===== config.mk =====
export PLATFORM = sky130hd
export DESIGN_NAME = tsd_delay
export DESIGN_NICKNAME = d
export VERILOG_FILES = /design/src/tsd_pkg.sv /design/src/tsd_delay.sv
export SDC_FILE = /design/constraint.sdc
export NUM_CORES = 1
export LEC_CHECK = 0
export BUFFER_PORTS_ARGS = -buffer_cell sky130_fd_sc_hd__clkbuf_2
export CAP_MARGIN = 20
export CORE_AREA = 2 2 295 297
export DETAILED_ROUTE_END_ITERATION = 6
export DIE_AREA = 0 0 297 299
export PLACE_DENSITY = 0.77
export SETUP_SLACK_MARGIN = 0.02
export SLEW_MARGIN = 20
export SYNTH_ARGS = -nofsm -noshare
export SYNTH_HDL_FRONTEND = slang
export SYNTH_SLANG_ARGS = --single-unit

===== constraint.sdc =====
create_clock -name clk -period 0.8 [get_ports clk]
set_input_delay 0.04 -clock clk [delete_from_list [all_inputs] [get_ports clk]]
set_output_delay 0.04 -clock clk [all_outputs]
set_load 0.02 [all_outputs]

===== src/tsd_pkg.sv =====
`default_nettype none
package tsd_pkg;

  // Coordinate width after the center subtraction and three turns.
  localparam int COORD_W   = 40;
  localparam int TURN_W    = 16;
  localparam int TURN_FRAC = 14;
  localparam int ROOT_W    = 40;
  localparam int RAD_W     = 2 * ROOT_W;
  localparam int REM_W     = ROOT_W + 2;
  localparam int HALF_W    = COORD_W / 2;
  // Absolute value, partial products, sum of squares, then one stage per root bit.
  localparam int MAG_LAT   = 3 + ROOT_W;

  typedef enum logic [2:0] {
    REG_CENTER_X  = 3'd0,
    REG_CENTER_Y  = 3'd1,
    REG_CENTER_Z  = 3'd2,
    REG_MAJOR     = 3'd3,
    REG_MINOR     = 3'd4,
    REG_X_SINCOS  = 3'd5,
    REG_Y_SINCOS  = 3'd6,
    REG_Z_SINCOS  = 3'd7
  } cfg_reg_t;

  typedef struct packed {
    logic en;
    logic valid;
  } tsd_ctl_t;

endpackage
`default_nettype wire


===== src/tsd_delay.sv =====
`default_nettype none
module tsd_delay
  import tsd_pkg::*;
#(
  parameter int W     = COORD_W,
  parameter int DEPTH = MAG_LAT
) (
  input  wire logic         clk,
  input  wire logic         en,
  input  wire logic [W-1:0] d,
  output logic [W-1:0]      q
);

  logic [W-1:0] tap [DEPTH];

  always_ff @(posedge clk) begin
    if (en) begin
      tap[0] <= d;
      for (int k = 1; k < DEPTH; k++) begin
        tap[k] <= tap[k-1];
      end
    end
  end

  assign q = tap[DEPTH-1];

endmodule
`default_nettype wire


==> results of run 1 <==
## worst max path at each step
stage	startpoint	to	slack (ns)	depth (start not counted)
finish	tap[2][416]	q[16]	-0.51	1
global placement	en	tap[1][450]	-0.23	3
detailed placement	en	tap[2][432]	-0.26	3
floorplan	tap[0][60]	tap[0][100]	0.21	0
CTS	tap[2][416]	q[16]	-0.59	1
global route	tap[2][416]	q[16]	-0.59	1
## cells by family (layout without fill, tap and decap cells)
group	Yosys count	count (layout)	share of synthesized area
DFF	1720	1720	0.994
buffers and inverters	40	578	0.00578
## layout make-up
cell class | instances | area [um^2]
clock buffers | 202 | 4230
flip-flops and latches | 1720 | 51600
well taps | 1155 | 1450
repair buffers | 296 | 2680
clock inverters | 80 | 709
fillers | 4771 | 25200
## where the power goes
group          internal, mW  switching (mW)
Combinational          1.06            2.05
Clock                  41.2            30.3
Sequential              105            1.52
## what timing repair did
item	4_1_cts	5_1_grt
setup endpoints to repair	40	112
endpoints found under the hold margin	999	202
resized for setup	0	59
hold buffers	86	7
gates cloned	0	2
## stage by stage
| stage | setup WS (ns) | std cells | utilization |
|---|---|---|---|
| 2_1_floorplan | 0.211 | 1760 | - |
| 3_3_place_gp | -0.231 | 3081 | 0.637 |
| 3_5_place_dp | -0.255 | 3081 | 0.637 |
| 4_1_cts | -0.592 | 3449 | 0.705 |
| 5_1_grt | -0.586 | 3453 | 0.706 |
| 6_report | -0.506 | 3453 | 0.706 |
## synthesized netlist by cell type
cell | count | area, um^2
edfxtp_1 | 1720 | 51600
buf_4 | 40 | 300
## routing by layer
layer | vias to the layer above | wire (um)
met2 | 322 | 34800
met3 | 130 | 2250
li1 | 7986 | -
met5 | - | 0
met4 | 0 | 1550
met1 | 8851 | 26300
==> out/results.txt, run 1 <==
Final Hold Viols = 110
Worst path arrival time = 1.27 ns
CP max stage cell = edfxtp_1
I/O pin total = 82
Clock transition at the registers of the reported paths = 0.06 ns
Synth Area per Inst = 29.5 um^2
TNS Setup = -47.72 ns
Core Box Area = 85,900 um^2
Vias = 17,300
CTS Buffer Depth = 3
Hold_ws = -0.133 ns
R2r setup slk = 0.09 ns
DRT Wirelength = 64,900 um
Initial drt markers = 1,280
Routed len/inst = 18.8 um
N_diodes = 0
Root cell of the clock tree = clkbuf_16
Row count = 108
#MultiIn Comb = 0
Total Power Consumption = 181 mW
Worst EP required = 0.76 ns
Max_cap viols = 0
Slew Viols, Final = 0
Crit-path cells = buf_6
Buf/Inv on CP = 1
Status = finished with violations
Clock sink count = 1,720
Port bufs = 81
Final net count = 2,217
Slew @ Worst Pin = 0.790 ns
Max Fclk = 0.766 GHz
Min-delay worst type = in -> reg
Hold Crit Depth = 2
P per Cell Area = 2980 nW/um^2
Total CTS buffers = 157
Final setup margin = -0.506 ns
CP Capture Type = primary output
Peak VDD IR = 2.29 mV
Synth cell types = 2
GRT met1 Usage = 0.173
DRC = 0
Top Family by Delay on Critical Path = flip-flops
Setup Skew = 0.0222 ns
Failing checks = negative hold slack, negative setup slack
Post-route cell area = 60,700 um^2
Post-DP HPWL = 27,300 um
Total grt overflow = 0
Multi-input gate area = 0 um^2
First-pass GRT wire length = 98,300 um
Min Tclk post-route = 1.31 ns
Die height = 299 um
Post-DP Area = 54,800 um^2
Initial Util = 0.604
Share of layout cells above drive strength 1 = 0.184
Largest regs = tap: 1720 flops
Cells after Synth = 1,760
Die Area = 88,800 um^2
Flops & latches, synth = 1,720
Final setup viols = 151
Setup Fix Bufs, Post-CTS = 0
Commonest cells after routing, fill and taps aside = 1,720 x edfxtp_1, 165 x clkbuf_16, 101 x buf_4, 86 x dlygate4sd3_1, 45 x clkbuf_2
Met2 Usage GRT = 0.260
Min-Delay Endpoint = tap[0][106]
Worst reg2reg path startpoint = tap[0][187]
Synth Cell Area = 51,900 um^2
Most flop-heavy register = tap
RSZ-0062 raised after global routing = true
Pin count of the biggest net entering global routing = 81
Sequential area share after synthesis = 0.994
Post-Syn Nets = 1,802
Largest register FFs = 1,720
Crit path kind = reg -> out
CP Max Fanout = 1
Register-to-Register Path Depth = 0
1st-pass router iterations = 4
Gr busiest metal = met2
Die width = 297 um
Max incr delay on CP = 0.40 ns
Post-DRT Antenna Nets = 0
Pleak = 20.7 nW
Reg2reg end = tap[0][227]
Vias in the first global route = 18,300
Synth warn = 0
Met3 Track Usage GR = 0.0318
Routability cong. = 0.693
Area grow syn2layout = 16.9%
GRT Util Overall = 0.145
CTS tree = yes
Initial antenna violation count = 0
Worst skew pair latency = 0.72 ns
Most common cell after layout, fill and taps aside = edfxtp_1
Htree depth = 4
CP Launch Type = flip-flop
HP Start = en
Final worst path period share = 1.63
Slew margin rel. = 0.472
Vias per cell = 5.01
No activity file was read; power rests on OpenSTA's default activity.
==> inputs of run 2 (changes only) <==
Settings changed: MAX_ROUTING_LAYER set to met4.
==> run 2 against run 1 <==
The run still ends with negative hold slack, negative setup slack left. Clock power is essentially flat. Register-to-register slack is essentially flat. Sequential power is essentially flat. Sequential share of layout area is essentially flat. Non-clock buffer count is the same. Critical path depth is the same. First-iteration DRC count grew 5.9%.
==> out/results.txt, run 2 (same netlist as run 1, synthesis figures left out) <==
Initial drt markers = 1,355 (+5.9%)
Sequential Power Share = 0.588 (about the same)
Vias in the first global route = 18,300 (-0.28%)
Commonest cells after routing, fill and taps aside = 1,720 x edfxtp_1, 165 x clkbuf_16, 100 x buf_4, 87 x dlygate4sd3_1, 45 x clkbuf_2
Max_cap viols = 0 (unchanged)
Vias = 17,300 (+0.10%)
Root cell of the clock tree = clkbuf_16
Slew @ Worst Pin = 0.773 ns (-0.0167 ns)
DRC = 0 (unchanged)
Total grt overflow = 0 (unchanged)
Post-Place Cells = 3,081 (unchanged)
Top Family by Delay on Critical Path = flip-flops
Final net count = 2,217 (unchanged)
CTS tree = yes
Worst EP required = 0.76 ns (about the same)
CP Max Fanout = 1 (unchanged)
Most common cell after layout, fill and taps aside = edfxtp_1
Min-delay worst type = in -> reg
First-pass GRT wire length = 98,500 um (+0.11%)
Combinational fraction of design power = 0.017 (about the same)
Fin cells = 3,453 (unchanged)
Total CTS buffers = 157 (unchanged)
Setup Skew = 0.0228 ns (+0.000596 ns)
#MultiIn Comb = 0 (unchanged)
Critical path depth = 1 (unchanged)
Buf/Inv on CP = 1 (unchanged)
Start point of the critical path = tap[2][416]
Register-to-Register Path Depth = 0 (unchanged)
Routability cong. = 0.700 (+1.1%)
I/O pin total = 82 (unchanged)
Share of layout cells above drive strength 1 = 0.183 (-0.000435)
Worst skew pair latency = 0.72 ns (about the same)
R2r setup slk = 0.08 ns (about the same)
Htree depth = 4 (unchanged)
GRT Util Overall = 0.150 (+0.00489)
Final Hold Viols = 110 (unchanged)
CP Capture Point = q[16]
Net Switching = 33.9 mW (about the same)
Internal = 147 mW (about the same)
CTS Buffer Depth = 3 (unchanged)
RSZ-0062 raised after global routing = true
1st-pass router iterations = 4 (unchanged)
Initial antenna violation count = 0 (unchanged)
Multi-input gate area = 0 um^2 (unchanged)
Largest regs = tap: 1720 flops
Worst path arrival time = 1.27 ns (about the same)
Slew margin rel. = 0.483 (+0.0112)
Most flop-heavy register = tap
Final setup viols = 224 (+48%)
Pin count of the biggest net entering global routing = 81 (unchanged)
CP Capture Type = primary output
Area grow syn2layout = 16.9% (about the same)
Final setup margin = -0.507 ns (-0.000946 ns)
Slew Viols, Final = 0 (unchanged)
Die width = 297 um (unchanged)
Min Tclk post-route = 1.31 ns (+0.000946 ns)
CP Launch Type = flip-flop
Row count = 108 (unchanged)
Clock group share of total power = 0.395 (about the same)
Core Box Area = 85,900 um^2 (unchanged)
CP max stage cell = edfxtp_1
Clock transition at the registers of the reported paths = 0.06 ns (about the same)
Reg2reg end = tap[0][227]
Peak VDD IR = 2.30 mV (+0.57%)
Max incr delay on CP = 0.40 ns (about the same)
Post-DP HPWL = 27,300 um (unchanged)
Worst reg2reg path startpoint = tap[0][187]
Hold_ws = -0.133 ns (+0.000382 ns)
Crit-path cells = buf_6
Port bufs = 81 (unchanged)
N_diodes = 0 (unchanged)
Post-DRT Antenna Nets = 0 (unchanged)
P per Cell Area = 2980 nW/um^2 (about the same)
Hold Crit Depth = 2 (unchanged)
Switching part of the total power = 0.187 (about the same)
Vias per cell = 5.01 (+0.10%)
DRT Wirelength = 64,900 um (+0.12%)
Pleak = 20.7 nW (about the same)
Final worst path period share = 1.63 (about the same)
TNS Setup = -55.15 ns (-7.44 ns)
Clock sink count = 1,720 (unchanged)
Largest register FFs = 1,720 (unchanged)
Routed len/inst = 18.8 um (+0.12%)
Crit path kind = reg -> out
Initial Util = 0.604 (unchanged)
Failing checks = negative hold slack, negative setup slack
Die Area = 88,800 um^2 (unchanged)
Die height = 299 um (unchanged)
Max Fclk = 0.765 GHz (about the same)
Setup Fix Bufs, Post-CTS = 0 (unchanged)
Status = finished with violations
[run 2: changes by cell type in the layout (fill, tap and decap cells not counted)]
| cell | change |
|---|---|
| buf_4 | -1 |
| dlygate4sd3_1 | +1 |
[run 2: stage by stage]
stage / setup slack [ns] / instance area (um^2) / power (mW) / utilization
after floorplan: 0.211 / 51900 / 108 / -
after global placement: -0.231 / 54800 / 110 / 0.637
after detailed placement: -0.255 / 54800 / 111 / 0.637
after CTS: -0.592 / 60600 / 183 / 0.705
after global routing: -0.583 / 60700 / 187 / 0.706
final: -0.507 / 60700 / 181 / 0.706
[run 2: final cells by class]
cell class            instances  area [um^2]
fill                       4769        25200
clock buffer                202         4230
clock inverter               80          709
timing repair buffer        296         2680
sequential                 1720        51600
tap                        1155         1450
[run 2: repair_timing]
action | in CTS | in global routing
gates cloned | 0 | 2
hold buffers | 86 | 9
hold endpoints to repair | 999 | 186
gates resized for setup | 0 | 58
setup endpoints to repair | 40 | 112
pin swaps | 0 | 0
[run 2: power by group through the flow]
stage	registers, mW	logic [mW]	clock network [mW]
final	106	3.11	71.5
after global routing	107	3.42	76.8
after CTS	107	3.03	73.5
after detailed placement	108	2.67	0
after global placement	108	2.47	0
after floorplan	108	0.289	0
[run 2: worst min-delay path by stage]
stage,start,end,slack [ns]
2_1_floorplan,d[0],tap[0][0],0.14
6_report,en,tap[0][104],-0.13
3_5_place_dp,d[35],tap[0][35],0.22
3_3_place_gp,d[0],tap[0][0],0.22
4_1_cts,en,tap[1][35],-0.24
5_1_grt,en,tap[1][70],-0.17
[run 2: routing by layer]
| metal | GRT usage | vias to the layer above | wire length, um |
|---|---|---|---|
| li1 | - | 7991 | - |
| met5 | - | - | 0 |
| met1 | 0.174 | 8855 | 26400 |
| met3 | 0.0298 | 131 | 2150 |
| met2 | 0.260 | 330 | 34800 |
| met4 | 0.0595 | 0 | 1590 |
==> inputs of run 3 (changes only) <==
Settings changed: BUFFER_PORTS_ARGS -buffer_cell sky130_fd_sc_hd__clkbuf_2 to -buffer_cell sky130_fd_sc_hd__buf_4.
==> run 3 against run 2 <==
The flow still finishes with violations (negative hold slack, negative setup slack). Global-route usage fell by 0.081 points. Wire length is 0.36% lower. Die area is the same. Clock skew rose by 0.0051 ns. Combinational power rose by 14%. Sequential cell count did not move. Core utilization is 0.71 points higher. Largest cell class unchanged.
==> out/results.txt, run 3 (same netlist as run 1, synthesis figures left out) <==
Placement Setup Slack = -0.291 ns (-0.0356 ns)
Routability cong. = 0.698 (-0.26%)
Initial antenna violation count = 0 (unchanged)
Max_cap viols = 0 (unchanged)
Slew margin rel. = 0.571 (+0.0881)
DRT Wirelength = 64,700 um (-0.36%)
CP Capture Type = primary output
Total grt overflow = 0 (unchanged)
Slew @ Worst Pin = 0.642 ns (-0.132 ns)
Failing checks = negative hold slack, negative setup slack
Worst reg2reg path startpoint = tap[0][133]
Clock sink count = 1,720 (unchanged)
Commonest cells after routing, fill and taps aside = 1,720 x edfxtp_1, 157 x clkbuf_16, 149 x buf_4, 91 x dlygate4sd3_1, 46 x clkinv_1
Crit-path cells = buf_6
RSZ-0062 raised after global routing = true
Met2 Usage GRT = 0.252 (-0.00784)
Port bufs = 81 (unchanged)
CTS Buffer Depth = 3 (unchanged)
Most flop-heavy register = tap
Max incr delay on CP = 0.42 ns (+0.02 ns)
Post-DP HPWL = 28,100 um (+3.1%)
Initial drt markers = 1,158 (-15%)
Post-DP Area = 55,400 um^2 (+1.2%)
CTS tree = yes
Post-DRT Antenna Nets = 0 (unchanged)
Area grow syn2layout = 18.0%
Top Family by Delay on Critical Path = flip-flops
Pleak = 21.0 nW (+1.1%)
TNS Setup = -31.51 ns (+23.64 ns)
Buf/Inv on CP = 1 (unchanged)
Met3 Track Usage GR = 0.0332 (+0.00334)
R2r setup slk = 0.05 ns (-0.03 ns)
N_diodes = 0 (unchanged)
Vias per cell = 4.98 (-0.69%)
Final Hold Viols = 282 (+160%)
Total Power Consumption = 179 mW (-1.2%)
1st-pass router iterations = 5 (+1)
First-pass GRT wire length = 98,900 um (+0.50%)
Gr busiest metal = met2
Max Fclk = 0.742 GHz (-3.0%)
Min-delay worst type = in -> reg
Vias in the first global route = 18,500 (+1.6%)
Peak VDD IR = 2.91 mV (+26%)
Slew Viols, Final = 0 (unchanged)
Setup Fix Bufs, Post-CTS = 0 (unchanged)
Share of layout cells above drive strength 1 = 0.186 (+0.00266)
Row count = 108 (unchanged)
Multi-input gate area = 0 um^2 (unchanged)
P per Cell Area = 2920 nW/um^2 (-2.2%)
Die width = 297 um (unchanged)
Total CTS buffers = 155 (-1.3%)
Min-Delay Endpoint = tap[0][551]
Crit path kind = reg -> out
Final setup viols = 90 (-60%)
GRT met1 Usage = 0.177 (+0.00302)
Hold_ws = -0.185 ns (-0.0521 ns)
Vias = 17,400 (+0.37%)
Final setup margin = -0.548 ns (-0.0408 ns)
Die Area = 88,800 um^2 (unchanged)
Register-to-Register Path Depth = 0 (unchanged)
HP Start = en
CP max stage cell = edfxtp_1
Die height = 299 um (unchanged)
Worst skew pair latency = 0.74 ns (+0.02 ns)
Largest register FFs = 1,720 (unchanged)
Initial Util = 0.604 (unchanged)
Largest regs = tap: 1720 flops
Reg2reg end = tap[0][173]
Pin count of the biggest net entering global routing = 38 (-53%)
Worst path arrival time = 1.31 ns (+0.04 ns)
Clock transition at the registers of the reported paths = 0.06 ns (about the same)
CP Max Fanout = 1 (unchanged)
I/O pin total = 82 (unchanged)
Root cell of the clock tree = clkbuf_16
Status = finished with violations
Final worst path period share = 1.68 (+0.0510)
DRC = 0 (unchanged)
Post-route cell area = 61,300 um^2 (+1.0%)
CP Launch Type = flip-flop
Hold Crit Depth = 2 (unchanged)
Setup Skew = 0.0279 ns (+0.00508 ns)
Htree depth = 4 (unchanged)
GRT Util Overall = 0.149 (-0.000815)
Final net count = 2,248 (+1.4%)
Core Box Area = 85,900 um^2 (unchanged)
Worst EP required = 0.76 ns (about the same)
#MultiIn Comb = 0 (unchanged)
Routed len/inst = 18.5 um (-1.4%)
Min Tclk post-route = 1.35 ns (+0.0408 ns)
Most common cell after layout, fill and taps aside = edfxtp_1
-- run 3: changes by cell type in the layout (fill, tap and decap cells not counted), sizes merged --
cell / delta
dlymetal6s4s: +1
dlygate4sd3: +4
inv: +2
buf: +72
clkbuf: -50
bufinv: -7
clkinv: +14
dlymetal6s2s: +1
-- run 3: area by class of cell --
class | instances | area (um^2)
flip-flops and latches | 1720 | 51600
fillers | 4673 | 24600
clock buffers | 197 | 4040
repair buffers | 329 | 3470
well taps | 1155 | 1450
clock inverters | 89 | 723
-- run 3: how the worst max path moves through the flow --
| stage | start | to | slack, ns | cells past startpoint |
|---|---|---|---|---|
| 2_1_floorplan | tap[0][60] | tap[0][100] | 0.21 | 0 |
| 3_3_place_gp | en | tap[0][633] | -0.26 | 3 |
| 3_5_place_dp | en | tap[1][125] | -0.29 | 3 |
| 6_report | tap[2][407] | q[7] | -0.55 | 1 |
| 4_1_cts | tap[2][407] | q[7] | -0.61 | 1 |
| 5_1_grt | tap[2][407] | q[7] | -0.61 | 1 |
-- run 3: timing repair --
action	CTS	global route
gates resized for setup	35	9
hold endpoints to repair	639	855
endpoints found under the setup margin	40	92
pin swaps	0	0
hold buffers	88	10
cloned	0	2
-- run 3: per-stage QoR --
step	util	hold slack, ns	cells
after detailed placement	0.645	0.219	3109
after global placement	0.645	0.219	3109
final	0.714	-0.185	3490
after floorplan	-	0.139	1760
after global routing	0.714	-0.218	3490
after CTS	0.712	-0.186	3483
-- run 3: metal layers --
metal	wire, um	share of wire
met3	2390	0.037
met2	34000	0.53
met1	26600	0.41
met4	1730	0.027
met5	0	0
-- run 3: power breakdown --
group / internal (mW) / switching (mW) / total (mW)
Sequential: 105 / 1.52 / 106
Clock: 37.8 / 31.2 / 68.9
Combinational: 1.43 / 2.10 / 3.53
Total: 144 / 34.8 / 179
